==> config.mk <==
export PLATFORM = sky130hd
export DESIGN_NAME = next_fit_slot_allocator
export DESIGN_NICKNAME = d
export VERILOG_FILES = /design/src/rtl/nfsa_pkg.sv /design/src/rtl/nfsa_ram.sv /design/src/rtl/nfsa_ctrl.sv /design/src/rtl/nfsa_dp.sv /design/src/rtl/next_fit_slot_allocator.sv
export SDC_FILE = /design/constraint.sdc
export NUM_CORES = 1
export LEC_CHECK = 0
export ABC_AREA = 1
export BUFFER_PORTS_ARGS = -buffer_cell sky130_fd_sc_hd__buf_2
export CORE_MARGIN = 2
export CORE_UTILIZATION = 47
export DETAILED_ROUTE_END_ITERATION = 16
export GPL_TIMING_DRIVEN = 0
export PLACE_DENSITY_LB_ADDON = 0.12
export SYNTH_ARGS = -nofsm -noshare
export SYNTH_HDL_FRONTEND = slang
export SYNTH_HIERARCHICAL = 1
export SYNTH_SLANG_ARGS = --single-unit
==> constraint.sdc <==
create_clock -name clk -period 3.4 [get_ports clk]
set_input_delay 0.68 -clock clk [delete_from_list [all_inputs] [get_ports clk]]
set_output_delay 0.68 -clock clk [all_outputs]
set_load 0.005 [all_outputs]
==> src/rtl/nfsa_pkg.sv <==
package nfsa_pkg;

  localparam int SLOTS_DEF = 16;

  // Field widths of the item ports
  localparam int IDX_W     = 4;
  localparam int STATUS_W  = 2;
  localparam int CNT_OUT_W = 5;

  localparam logic OP_ALLOC   = 1'b0;
  localparam logic OP_RELEASE = 1'b1;

  typedef enum logic [STATUS_W-1:0] {
    ST_OK    = 2'd0,
    ST_FULL  = 2'd1,
    ST_EMPTY = 2'd2,
    ST_AFREE = 2'd3
  } status_t;

  // What the response state commits to the pool
  typedef enum logic [1:0] {
    K_NONE    = 2'd0,
    K_ALLOC   = 2'd1,
    K_RELEASE = 2'd2
  } kind_t;

  typedef struct packed {
    logic    clr_step;
    logic    accept;
    logic    rd_scan;
    logic    scan_start;
    logic    scan_step;
    logic    res_load;
    status_t res_code;
    kind_t   res_kind;
    logic    commit;
  } cmd_t;

  typedef struct packed {
    logic clr_last;
    logic req_alloc;
    logic full;
    logic empty;
    logic idx_oob;
    logic chk_free;
    logic scan_hit;
    logic out_free;
  } sts_t;

endpackage

==> src/rtl/nfsa_ram.sv <==
module nfsa_ram #(
  parameter int WIDTH = 1,
  parameter int DEPTH = 16
) (
  input  logic                     clk,
  input  logic                     we,
  input  logic [$clog2(DEPTH)-1:0] waddr,
  input  logic [WIDTH-1:0]         wdata,
  input  logic [$clog2(DEPTH)-1:0] raddr,
  output logic [WIDTH-1:0]         rdata
);

  logic [WIDTH-1:0] mem [DEPTH];
  logic [WIDTH-1:0] rdata_r;

  always_ff @(posedge clk) begin
    if (we) begin
      mem[waddr] <= wdata;
    end
    rdata_r <= mem[raddr];
  end

  assign rdata = rdata_r;

endmodule

==> src/rtl/nfsa_ctrl.sv <==
module nfsa_ctrl (
  input  logic          clk,
  input  logic          rst_n,
  input  logic          in_valid,
  output logic          in_ready,
  input  nfsa_pkg::sts_t sts,
  output nfsa_pkg::cmd_t cmd
);

  import nfsa_pkg::*;

  typedef enum logic [6:0] {
    S_CLEAR   = 7'b0000001,
    S_IDLE    = 7'b0000010,
    S_DECODE  = 7'b0000100,
    S_SCAN    = 7'b0001000,
    S_REL_RD  = 7'b0010000,
    S_REL_CHK = 7'b0100000,
    S_RESP    = 7'b1000000
  } state_t;

  state_t state_r, state_nxt;

  always_ff @(posedge clk) begin
    if (!rst_n) begin
      state_r <= S_CLEAR;
    end else begin
      state_r <= state_nxt;
    end
  end

  always_comb begin
    state_nxt = state_r;
    in_ready  = 1'b0;
    cmd       = '0;
    case (state_r)
      S_CLEAR: begin
        cmd.clr_step = 1'b1;
        if (sts.clr_last) begin
          state_nxt = S_IDLE;
        end
      end
      S_IDLE: begin
        in_ready = 1'b1;
        if (in_valid) begin
          cmd.accept = 1'b1;
          state_nxt  = S_DECODE;
        end
      end
      S_DECODE: begin
        if (sts.req_alloc) begin
          if (sts.full) begin
            cmd.res_load = 1'b1;
            cmd.res_code = ST_FULL;
            cmd.res_kind = K_NONE;
            state_nxt    = S_RESP;
          end else begin
            cmd.scan_start = 1'b1;
            state_nxt      = S_SCAN;
          end
        end else if (sts.empty) begin
          cmd.res_load = 1'b1;
          cmd.res_code = ST_EMPTY;
          cmd.res_kind = K_NONE;
          state_nxt    = S_RESP;
        end else if (sts.idx_oob) begin
          cmd.res_load = 1'b1;
          cmd.res_code = ST_AFREE;
          cmd.res_kind = K_NONE;
          state_nxt    = S_RESP;
        end else begin
          state_nxt = S_REL_RD;
        end
      end
      S_REL_RD: begin
        state_nxt = S_REL_CHK;
      end
      S_REL_CHK: begin
        cmd.res_load = 1'b1;
        if (sts.chk_free) begin
          cmd.res_code = ST_AFREE;
          cmd.res_kind = K_NONE;
        end else begin
          cmd.res_code = ST_OK;
          cmd.res_kind = K_RELEASE;
        end
        state_nxt = S_RESP;
      end
      S_SCAN: begin
        cmd.rd_scan   = 1'b1;
        cmd.scan_step = 1'b1;
        if (sts.scan_hit) begin
          cmd.res_load = 1'b1;
          cmd.res_code = ST_OK;
          cmd.res_kind = K_ALLOC;
          state_nxt    = S_RESP;
        end
      end
      S_RESP: begin
        if (sts.out_free) begin
          cmd.commit = 1'b1;
          state_nxt  = S_IDLE;
        end
      end
      default: begin
        state_nxt = S_CLEAR;
      end
    endcase
  end

endmodule

==> src/rtl/nfsa_dp.sv <==
module nfsa_dp #(
  parameter int SLOTS = nfsa_pkg::SLOTS_DEF
) (
  input  logic                            clk,
  input  logic                            rst_n,
  input  nfsa_pkg::cmd_t                  cmd,
  output nfsa_pkg::sts_t                  sts,
  input  logic                            in_opcode,
  input  logic [nfsa_pkg::IDX_W-1:0]      in_slot_index,
  output logic                            out_valid,
  input  logic                            out_ready,
  output logic [nfsa_pkg::STATUS_W-1:0]   out_status,
  output logic [nfsa_pkg::IDX_W-1:0]      out_granted_slot,
  output logic [nfsa_pkg::CNT_OUT_W-1:0]  out_used_count,
  output logic                            out_is_empty,
  output logic                            out_is_full
);

  import nfsa_pkg::*;

  localparam int IW = $clog2(SLOTS);
  localparam int CW = $clog2(SLOTS + 1);

  // request
  logic             req_op_r;
  logic [IDX_W-1:0] req_idx_r;

  // pool state
  logic [IW-1:0] clr_addr_r;
  logic [IW-1:0] scan_ptr_r;
  logic [CW-1:0] used_r;

  // scan pipeline
  logic [IW-1:0] scan_addr_r;
  logic [IW-1:0] chk_addr_r;
  logic          chk_vld_r;

  // pending result
  status_t       res_code_r;
  kind_t         res_kind_r;
  logic [IW-1:0] res_slot_r;

  // output stage
  logic                 out_valid_r;
  status_t              out_status_r;
  logic [IDX_W-1:0]     out_slot_r;
  logic [CNT_OUT_W-1:0] out_cnt_r;
  logic                 out_empty_r;
  logic                 out_full_r;

  logic [IW+IDX_W-1:0]     idx_ext;
  logic [IW+IDX_W-1:0]     slot_ext;
  logic [CW+CNT_OUT_W-1:0] cnt_ext;
  logic [IW-1:0]           rel_addr;
  logic [IW-1:0]           scan_inc;
  logic [CW-1:0]           used_nxt;
  logic                    out_free;

  logic          ram_we;
  logic [IW-1:0] ram_waddr;
  logic [0:0]    ram_wdata;
  logic [IW-1:0] ram_raddr;
  logic [0:0]    ram_rdata;

  assign idx_ext  = {{IW{1'b0}}, req_idx_r};
  assign rel_addr = idx_ext[IW-1:0];
  assign scan_inc = (scan_addr_r == IW'(SLOTS - 1)) ? '0 : scan_addr_r + IW'(1);
  assign out_free = !out_valid_r || out_ready;

  always_comb begin
    case (res_kind_r)
      K_ALLOC:   used_nxt = used_r + CW'(1);
      K_RELEASE: used_nxt = used_r - CW'(1);
      default:   used_nxt = used_r;
    endcase
  end

  assign slot_ext = {{IDX_W{1'b0}}, res_slot_r};
  assign cnt_ext  = {{CNT_OUT_W{1'b0}}, used_nxt};

  // flag = 1 means slot free
  always_comb begin
    ram_we    = 1'b0;
    ram_waddr = clr_addr_r;
    ram_wdata = 1'b1;
    if (cmd.clr_step) begin
      ram_we = 1'b1;
    end else if (cmd.commit && res_kind_r == K_ALLOC) begin
      ram_we    = 1'b1;
      ram_waddr = res_slot_r;
      ram_wdata = 1'b0;
    end else if (cmd.commit && res_kind_r == K_RELEASE) begin
      ram_we    = 1'b1;
      ram_waddr = rel_addr;
    end
  end

  assign ram_raddr = cmd.rd_scan ? scan_addr_r : rel_addr;

  nfsa_ram #(
    .WIDTH(1),
    .DEPTH(SLOTS)
  ) u_flags (
    .clk  (clk),
    .we   (ram_we),
    .waddr(ram_waddr),
    .wdata(ram_wdata),
    .raddr(ram_raddr),
    .rdata(ram_rdata)
  );

  always_ff @(posedge clk) begin
    if (!rst_n) begin
      clr_addr_r  <= '0;
      scan_ptr_r  <= '0;
      used_r      <= '0;
      chk_vld_r   <= 1'b0;
      out_valid_r <= 1'b0;
    end else begin
      if (cmd.clr_step) begin
        clr_addr_r <= clr_addr_r + IW'(1);
      end
      if (cmd.scan_start) begin
        chk_vld_r <= 1'b0;
      end else if (cmd.scan_step) begin
        chk_vld_r <= 1'b1;
      end
      if (cmd.commit) begin
        used_r      <= used_nxt;
        out_valid_r <= 1'b1;
        if (res_kind_r == K_ALLOC) begin
          scan_ptr_r <= res_slot_r;
        end
      end else if (out_ready) begin
        out_valid_r <= 1'b0;
      end
    end
  end

  always_ff @(posedge clk) begin
    if (cmd.accept) begin
      req_op_r  <= in_opcode;
      req_idx_r <= in_slot_index;
    end
    if (cmd.scan_start) begin
      scan_addr_r <= scan_ptr_r;
    end else if (cmd.scan_step) begin
      scan_addr_r <= scan_inc;
      chk_addr_r  <= scan_addr_r;
    end
    if (cmd.res_load) begin
      res_code_r <= cmd.res_code;
      res_kind_r <= cmd.res_kind;
      res_slot_r <= chk_addr_r;
    end
    if (cmd.commit) begin
      out_status_r <= res_code_r;
      out_slot_r   <= (res_kind_r == K_ALLOC) ? slot_ext[IDX_W-1:0] : '0;
      out_cnt_r    <= cnt_ext[CNT_OUT_W-1:0];
      out_empty_r  <= (used_nxt == '0);
      out_full_r   <= (used_nxt == CW'(SLOTS));
    end
  end

  always_comb begin
    sts.clr_last  = (clr_addr_r == IW'(SLOTS - 1));
    sts.req_alloc = (req_op_r == OP_ALLOC);
    sts.full      = (used_r == CW'(SLOTS));
    sts.empty     = (used_r == '0);
    sts.idx_oob   = (32'(req_idx_r) >= 32'(SLOTS));
    sts.chk_free  = ram_rdata[0];
    sts.scan_hit  = chk_vld_r && ram_rdata[0];
    sts.out_free  = out_free;
  end

  assign out_valid        = out_valid_r;
  assign out_status       = out_status_r;
  assign out_granted_slot = out_slot_r;
  assign out_used_count   = out_cnt_r;
  assign out_is_empty     = out_empty_r;
  assign out_is_full      = out_full_r;

endmodule

==> src/rtl/next_fit_slot_allocator.sv <==
// Accept to out_valid: full/empty/out-of-range rejects go from decode straight
//   to the response step, a release reads and checks its flag first, and an
//   allocate scans from the scan pointer past used slots. One item is processed
//   at a time; the allocate scan reads one free flag per cycle from the
//   single-read-port flag RAM. Reset: rst_n synchronous; afterwards a clearing
//   pass marks every slot free while in_ready stays low.
module next_fit_slot_allocator #(
  parameter int SLOTS = nfsa_pkg::SLOTS_DEF
) (
  input  logic                            clk,
  input  logic                            rst_n,
  input  logic                            in_valid,
  output logic                            in_ready,
  input  logic                            in_opcode,
  input  logic [nfsa_pkg::IDX_W-1:0]      in_slot_index,
  output logic                            out_valid,
  input  logic                            out_ready,
  output logic [nfsa_pkg::STATUS_W-1:0]   out_status,
  output logic [nfsa_pkg::IDX_W-1:0]      out_granted_slot,
  output logic [nfsa_pkg::CNT_OUT_W-1:0]  out_used_count,
  output logic                            out_is_empty,
  output logic                            out_is_full
);

  import nfsa_pkg::*;

  // Controller sequences one item at a time: decode, then a pipelined flag
  // scan (allocate), a read-check (release) or a direct reject, then a
  // response step that commits pool state and loads the output register.
  // The output register lets a new item be taken while the last result
  // still waits for out_ready; the response step stalls only if the
  // output register is still occupied and out_ready is low.
  cmd_t cmd;
  sts_t sts;

  nfsa_ctrl u_ctrl (
    .clk     (clk),
    .rst_n   (rst_n),
    .in_valid(in_valid),
    .in_ready(in_ready),
    .sts     (sts),
    .cmd     (cmd)
  );

  // Datapath: free-flag RAM, scan pointer, used count, result registers.
  nfsa_dp #(
    .SLOTS(SLOTS)
  ) u_dp (
    .clk             (clk),
    .rst_n           (rst_n),
    .cmd             (cmd),
    .sts             (sts),
    .in_opcode       (in_opcode),
    .in_slot_index   (in_slot_index),
    .out_valid       (out_valid),
    .out_ready       (out_ready),
    .out_status      (out_status),
    .out_granted_slot(out_granted_slot),
    .out_used_count  (out_used_count),
    .out_is_empty    (out_is_empty),
    .out_is_full     (out_is_full)
  );

endmodule

## Yosys cells after proc, flatten, opt, wreduce, memory -nomap -nowiden

Memory sizes are Yosys's and may differ from the RTL's. A register that Yosys moved wholly into a read port is not among the register bits.
Index checks and enable logic that the tools add are counted.

- Add/sub/neg operators: 4
- $mul: 0
- Div/mod/pow operators: 0
- $lt $le $gt $ge: 0
- Equal/unequal tests: 17
- Shift-type cells: 0
- Mux-type cells: 41
- Bitwise operators: 2
- Reduce and logical (&&, ||, !) cells: 13

Operators with widths:

| cell | count |
|---|---|
| 2-to-1 mux 7 bit | 7 |
| case mux 7 bit (7 select lines) | 1 |
| 2-to-1 mux 4 bit | 8 |
| 2-to-1 mux 5 bit | 4 |
| 2-to-1 mux 1 bit | 19 |
| case mux 5 bit (3 select lines) | 1 |
| == test 5 bit, second input constant | 2 |
| logical NOT 5 bit | 2 |
| case mux 5 bit (2 select lines) | 1 |
| adder 4 x 1 -> 4 bit, second input constant | 2 |
| == test 4 bit, second input constant | 2 |
| == test 7 x 1 -> 1 bit, second input constant | 1 |
| == test 7 x 2 -> 1 bit, second input constant | 1 |
| == test 7 x 3 -> 1 bit, second input constant | 1 |
| == test 7 x 4 -> 1 bit, second input constant | 1 |
| == test 7 x 5 -> 1 bit, second input constant | 1 |
| == test 7 x 6 -> 1 bit, second input constant | 1 |
| == test 7 bit, second input constant | 1 |
| != test 2 bit, second input constant | 3 |
| adder 5 x 1 -> 5 bit, second input constant | 1 |
| subtractor 5 x 1 -> 5 bit, second input constant | 1 |
| AND reduction 2 bit | 2 |
| AND reduction 4 bit | 1 |
| nonzero test 2 bit | 2 |
| 8 further kinds | 11 |

- Flip-flop bits (word level): 56
- Bits in latches: 0
- Bits in writable memories: 16
- Bits in read-only memories: 0
- Bits of input ports: 9
- Output and inout port bits: 15
- Memories kept: 1

Memories:

| memory | depth | bits a word | rd ports | clocked after memory_dff | write ports | RTL line | text |
|---|---|---|---|---|---|---|---|
| u_dp.u_flags.mem | 16 | 1 | 1 | 1 | 1 | nfsa_ram.sv:13 | `logic [WIDTH-1:0] mem [DEPTH];` |

## Logic depth before layout (Yosys ltp)

- Word-level depth: 10
- Depth in mapped cells: 16

## Hierarchy

The synthesis kept the hierarchy.

By module, submodules not included:

| module | times used | cells an instance | area each (um2) | seq. area each (um2) |
|---|---|---|---|---|
| nfsa_dp | 1 | 238 | 2,249.7 | 1,321.3 |
| nfsa_ram | 1 | 94 | 835.8 | 500.5 |
| nfsa_ctrl | 1 | 90 | 528.0 | 140.1 |

## Worst setup path after synthesis

Ideal clock, no wire load.

- Kind: input -> register
- Start point: input port out_ready
- End point: memory u_dp.u_flags.mem[10], enable pin
- Library setup time: 299 ps
- Arrival: 3,269 ps
- Required time: 3,101 ps
- Setup slack: -168 ps
- Stages: 10
- Buffers on the path: 1
- Path through: inv_1 nand2_1 buf_4 inv_1 nor3_1 nand2_1 a21oi_1 o22ai_1 nand3b_1 nor2_1

RTL lines:

| element | RTL line | text |
|---|---|---|
| start, declared | next_fit_slot_allocator.sv:17 | `input logic out_ready,` |
| end, declared | nfsa_ram.sv:13 |  |

==> impl_metrics.yaml <==
outcome:
  status: "finished clean"
power:
  finalPower_mw: 2.08
  vdd_drop_max_mv: 0.215
  p_leak_nw: 1.81
  powerDensity_nw_per_um2: 508
worst_setup_path:
  setup.worst_path.start: "out_ready"
  cp_slowest_stage_delay_ns: 0.40
  worstPathCellList: "buf_2 -> inv_1 -> nand2_1 -> buf_4 -> inv_1 -> nor3_2 -> buf_6 -> inv_1 -> clkbuf_1 -> nor2_1 -> a31oi_1 -> o22ai_1 -> nand3_1 -> nor2_1"
  path_max_fanout: 14
  arrival_ns: 2.88
  worstSetupPathType: "input pin to flop"
  r2r_start: "u_ctrl/state_r[0]"
  timing.critical_path.from_type: "input pin"
  critPathMostFrequentCell: "inv_1"
  required_ns: 3.46
  cpMaxStageDelayCell: "nor3_2"
  endpoint_kind: "flop"
detailed_routing:
  ant_nets: 0
  first_pass_iters: 5
  wl_mm: 6.59
  initialDrtViolationCount: 121
  drc: 0
  via_per_inst: 4.85
  wl_per_cell_um: 11.7
  dr_total_vias: 2720
logic_synthesis:
  synthCells: 422
  ys_types: 35
  ys_ff_latch: 73
  async_reset_ff_share_pct: 0
  yosys_warnings: 6
  yosys.area.top_type_share_pct: 41.6
  syn_area_um2: 3610
  yosysMostFrequentCell: "nand2_1"
  synth-edff-count: 50
  synth.area.top_cells: "edfxtp_1, dfxtp_1, nand2_1"
  yosys_most_used_dff: "edfxtp_1"
  synth_top_area_cell: "edfxtp_1"
  ys_seq_area_share_pct: 54.3
  synth_common_cells: "nand2_1, inv_1, edfxtp_1"
  syn_avg_cell_area_um2: 8.56
  syn-num-nets: 437
final_layout:
  layout-drive-gt1-share_pct: 18.0
  finish.utilization_pct: 55.8
  diodes: 0
  area_growth_pct: 13.2
  fin_nets: 472
  layoutNonFillerInstCount: 561
cts:
  h-tree-depth: 3
  clk_pin_slew_ns: 0.08
  cts.sinks: 73
  cts_buffer_depth: 2
  clock-root-buffer: "clkbuf_8"
  cts_setup_buffers: 0
  cts_hold_buf: 0
  cts_tree: "done"
  post_cts_resized: 0
  worstSkewPairLatency_ns: 0.35
  cts_buffers: 9
placed_design:
  port-buffer-count: 23
  hpwl_mm: 5.01
  gp_congestion: 0.837
  dp_cells: 544
die:
  io_pins: 24
  initial_core_util_pct: 49.3
  core_um2: 7330
  die-area_um2: 8410
  rows: 31
  die_w_um: 91.7
  dieHeight_um: 91.7
global_route:
  grt_use_total_pct: 17.2
  grt_max_degree: 19
  grt_pass1_wl_mm: 11.5
  overflow: 0
  antenna_found_initial: 0
  grt_pass1_vias: 2547
timing:
  post-route-period-util_pct: 83.2
  slew_headroom_pct: 57.9
  hold_violations: 0
  skew_ns: 0.00886
  drv_slew: 0
  tns_ns: 0
  period_needed_ns: 2.83
  fmax_ghz: 0.354
  setup_violations: 0
  rsz0062_at_grt: "false"
  tightest_slew_ns: 0.630
job:
  cap_violations: 0
min_path:
  worstHoldStart: "u_dp/chk_addr_r[1]"
  hp-class: "flop to flop"
[worst max-delay path, delay by kind of cell]
kind,cells,cell delay (ns)
and+or+nand+nor,5,1.06
buffers and inverters,7,0.78
AOI/OAI and AO/OA,2,0.36
[layer usage]
| metal | vias up | track usage (%) | part of all wire, % |
|---|---|---|---|
| li1 | 1425 | - | - |
| met5 | - | 0 | 0 |
| met4 | 0 | 7.07 | 1.8 |
| met2 | 51 | 27.8 | 47 |
| met3 | 9 | 2.96 | 3.5 |
| met1 | 1235 | 22.9 | 48 |
[path summary, 6_finish.rpt]
path,end,slack [ns],cells after the start
max,u_dp/u_flags/mem[13],0.57,14
min,u_dp/res_slot_r[1],0.43,0
max reg2reg,u_dp/u_flags/mem[13],0.66,11
min reg2reg,u_dp/res_slot_r[1],0.43,0
[metrics by stage]
stage / worst slack, ns / instance area (µm²) / hold slack (ns)
after global placement: -0.304 / 3860 / 0.403
after detailed placement: -0.327 / 3860 / 0.406
after global routing: 0.319 / 4090 / 0.439
after CTS: 0.0350 / 4080 / 0.427
after floorplan: 0.404 / 3620 / 0.400
final: 0.572 / 4090 / 0.428
[placed cells by master, fill, tap and decap left out, types with 2 or more instances in the layout]
cell type  netlist  final
a21oi_1         19     19
a31oi_1          3      3
buf_2            0     23
buf_4            4      4
buf_6            2      3
bufinv_16        0      2
clkbuf_1         4      4
clkbuf_8         0      9
clkinv_2         1      2
dfxtp_1         23     23
edfxtp_1        50     50
ha_1             6      6
inv_1           72     72
inv_2           13     13
inv_6            0      3
mux2_2           2      2
nand2_1         86     86
nand2_2          7      7
nand3_1         32     32
nand3_2          4      4
nand3b_1         5      5
nand4_1          2      2
nor2_1          44     44
nor2_2           5      5
nor3_1           8      7
nor3_2           1      2
o21ai_0         13     13
o22ai_1          3      3
o31ai_1          2      2
xnor2_1          2      2
[final cells by class]
| class | count | area, µm² |
|---|---|---|
| buffer | 10 | 67.6 |
| clock buffer | 9 | 124 |
| clock inverter | 7 | 98.8 |
| fill | 674 | 3240 |
| inverter | 87 | 335 |
| multi-input combinational | 252 | 1250 |
| sequential | 73 | 1960 |
| tap | 99 | 124 |
| timing repair buffer | 24 | 126 |
[sequential cells by signal, indices dropped and copies added (netlist names), 2 cells and up]
signal / count
u_dp/chk_addr_r: 4
u_dp/res_slot_r: 4
u_dp/out_granted_slot: 4
u_ctrl/state_r: 7
u_dp/scan_addr_r: 4
u_dp/used_r: 5
u_dp/u_flags/mem: 16
u_dp/res_code_r: 2
u_dp/out_used_count: 5
u_dp/res_kind_r: 2
u_dp/clr_addr_r: 4
u_dp/rel_addr: 4
u_dp/out_status: 2
u_dp/scan_ptr_r: 4
[where the power goes]
part / internal (mW) / switching [mW] / leakage, nW
clock: 0.419 / 0.338 / 0.111
combinational: 0.0990 / 0.223 / 1.06
sequential: 0.973 / 0.0240 / 0.635
total: 1.49 / 0.585 / 1.81
[cell families (layout without fill, tap and decap cells)]
kind of cell,after synthesis,after routing,synth area share [%]
fa+ha+maj,6,6,2.08
flops,73,73,54.3
mux,2,2,0.623
simple gates,196,196,24.4
xor+xnor,2,2,0.485
compound gates,45,45,6.89
other cells,1,1,0.104
buf+inv,97,137,11.1
Power figures use the tool's default switching activity.
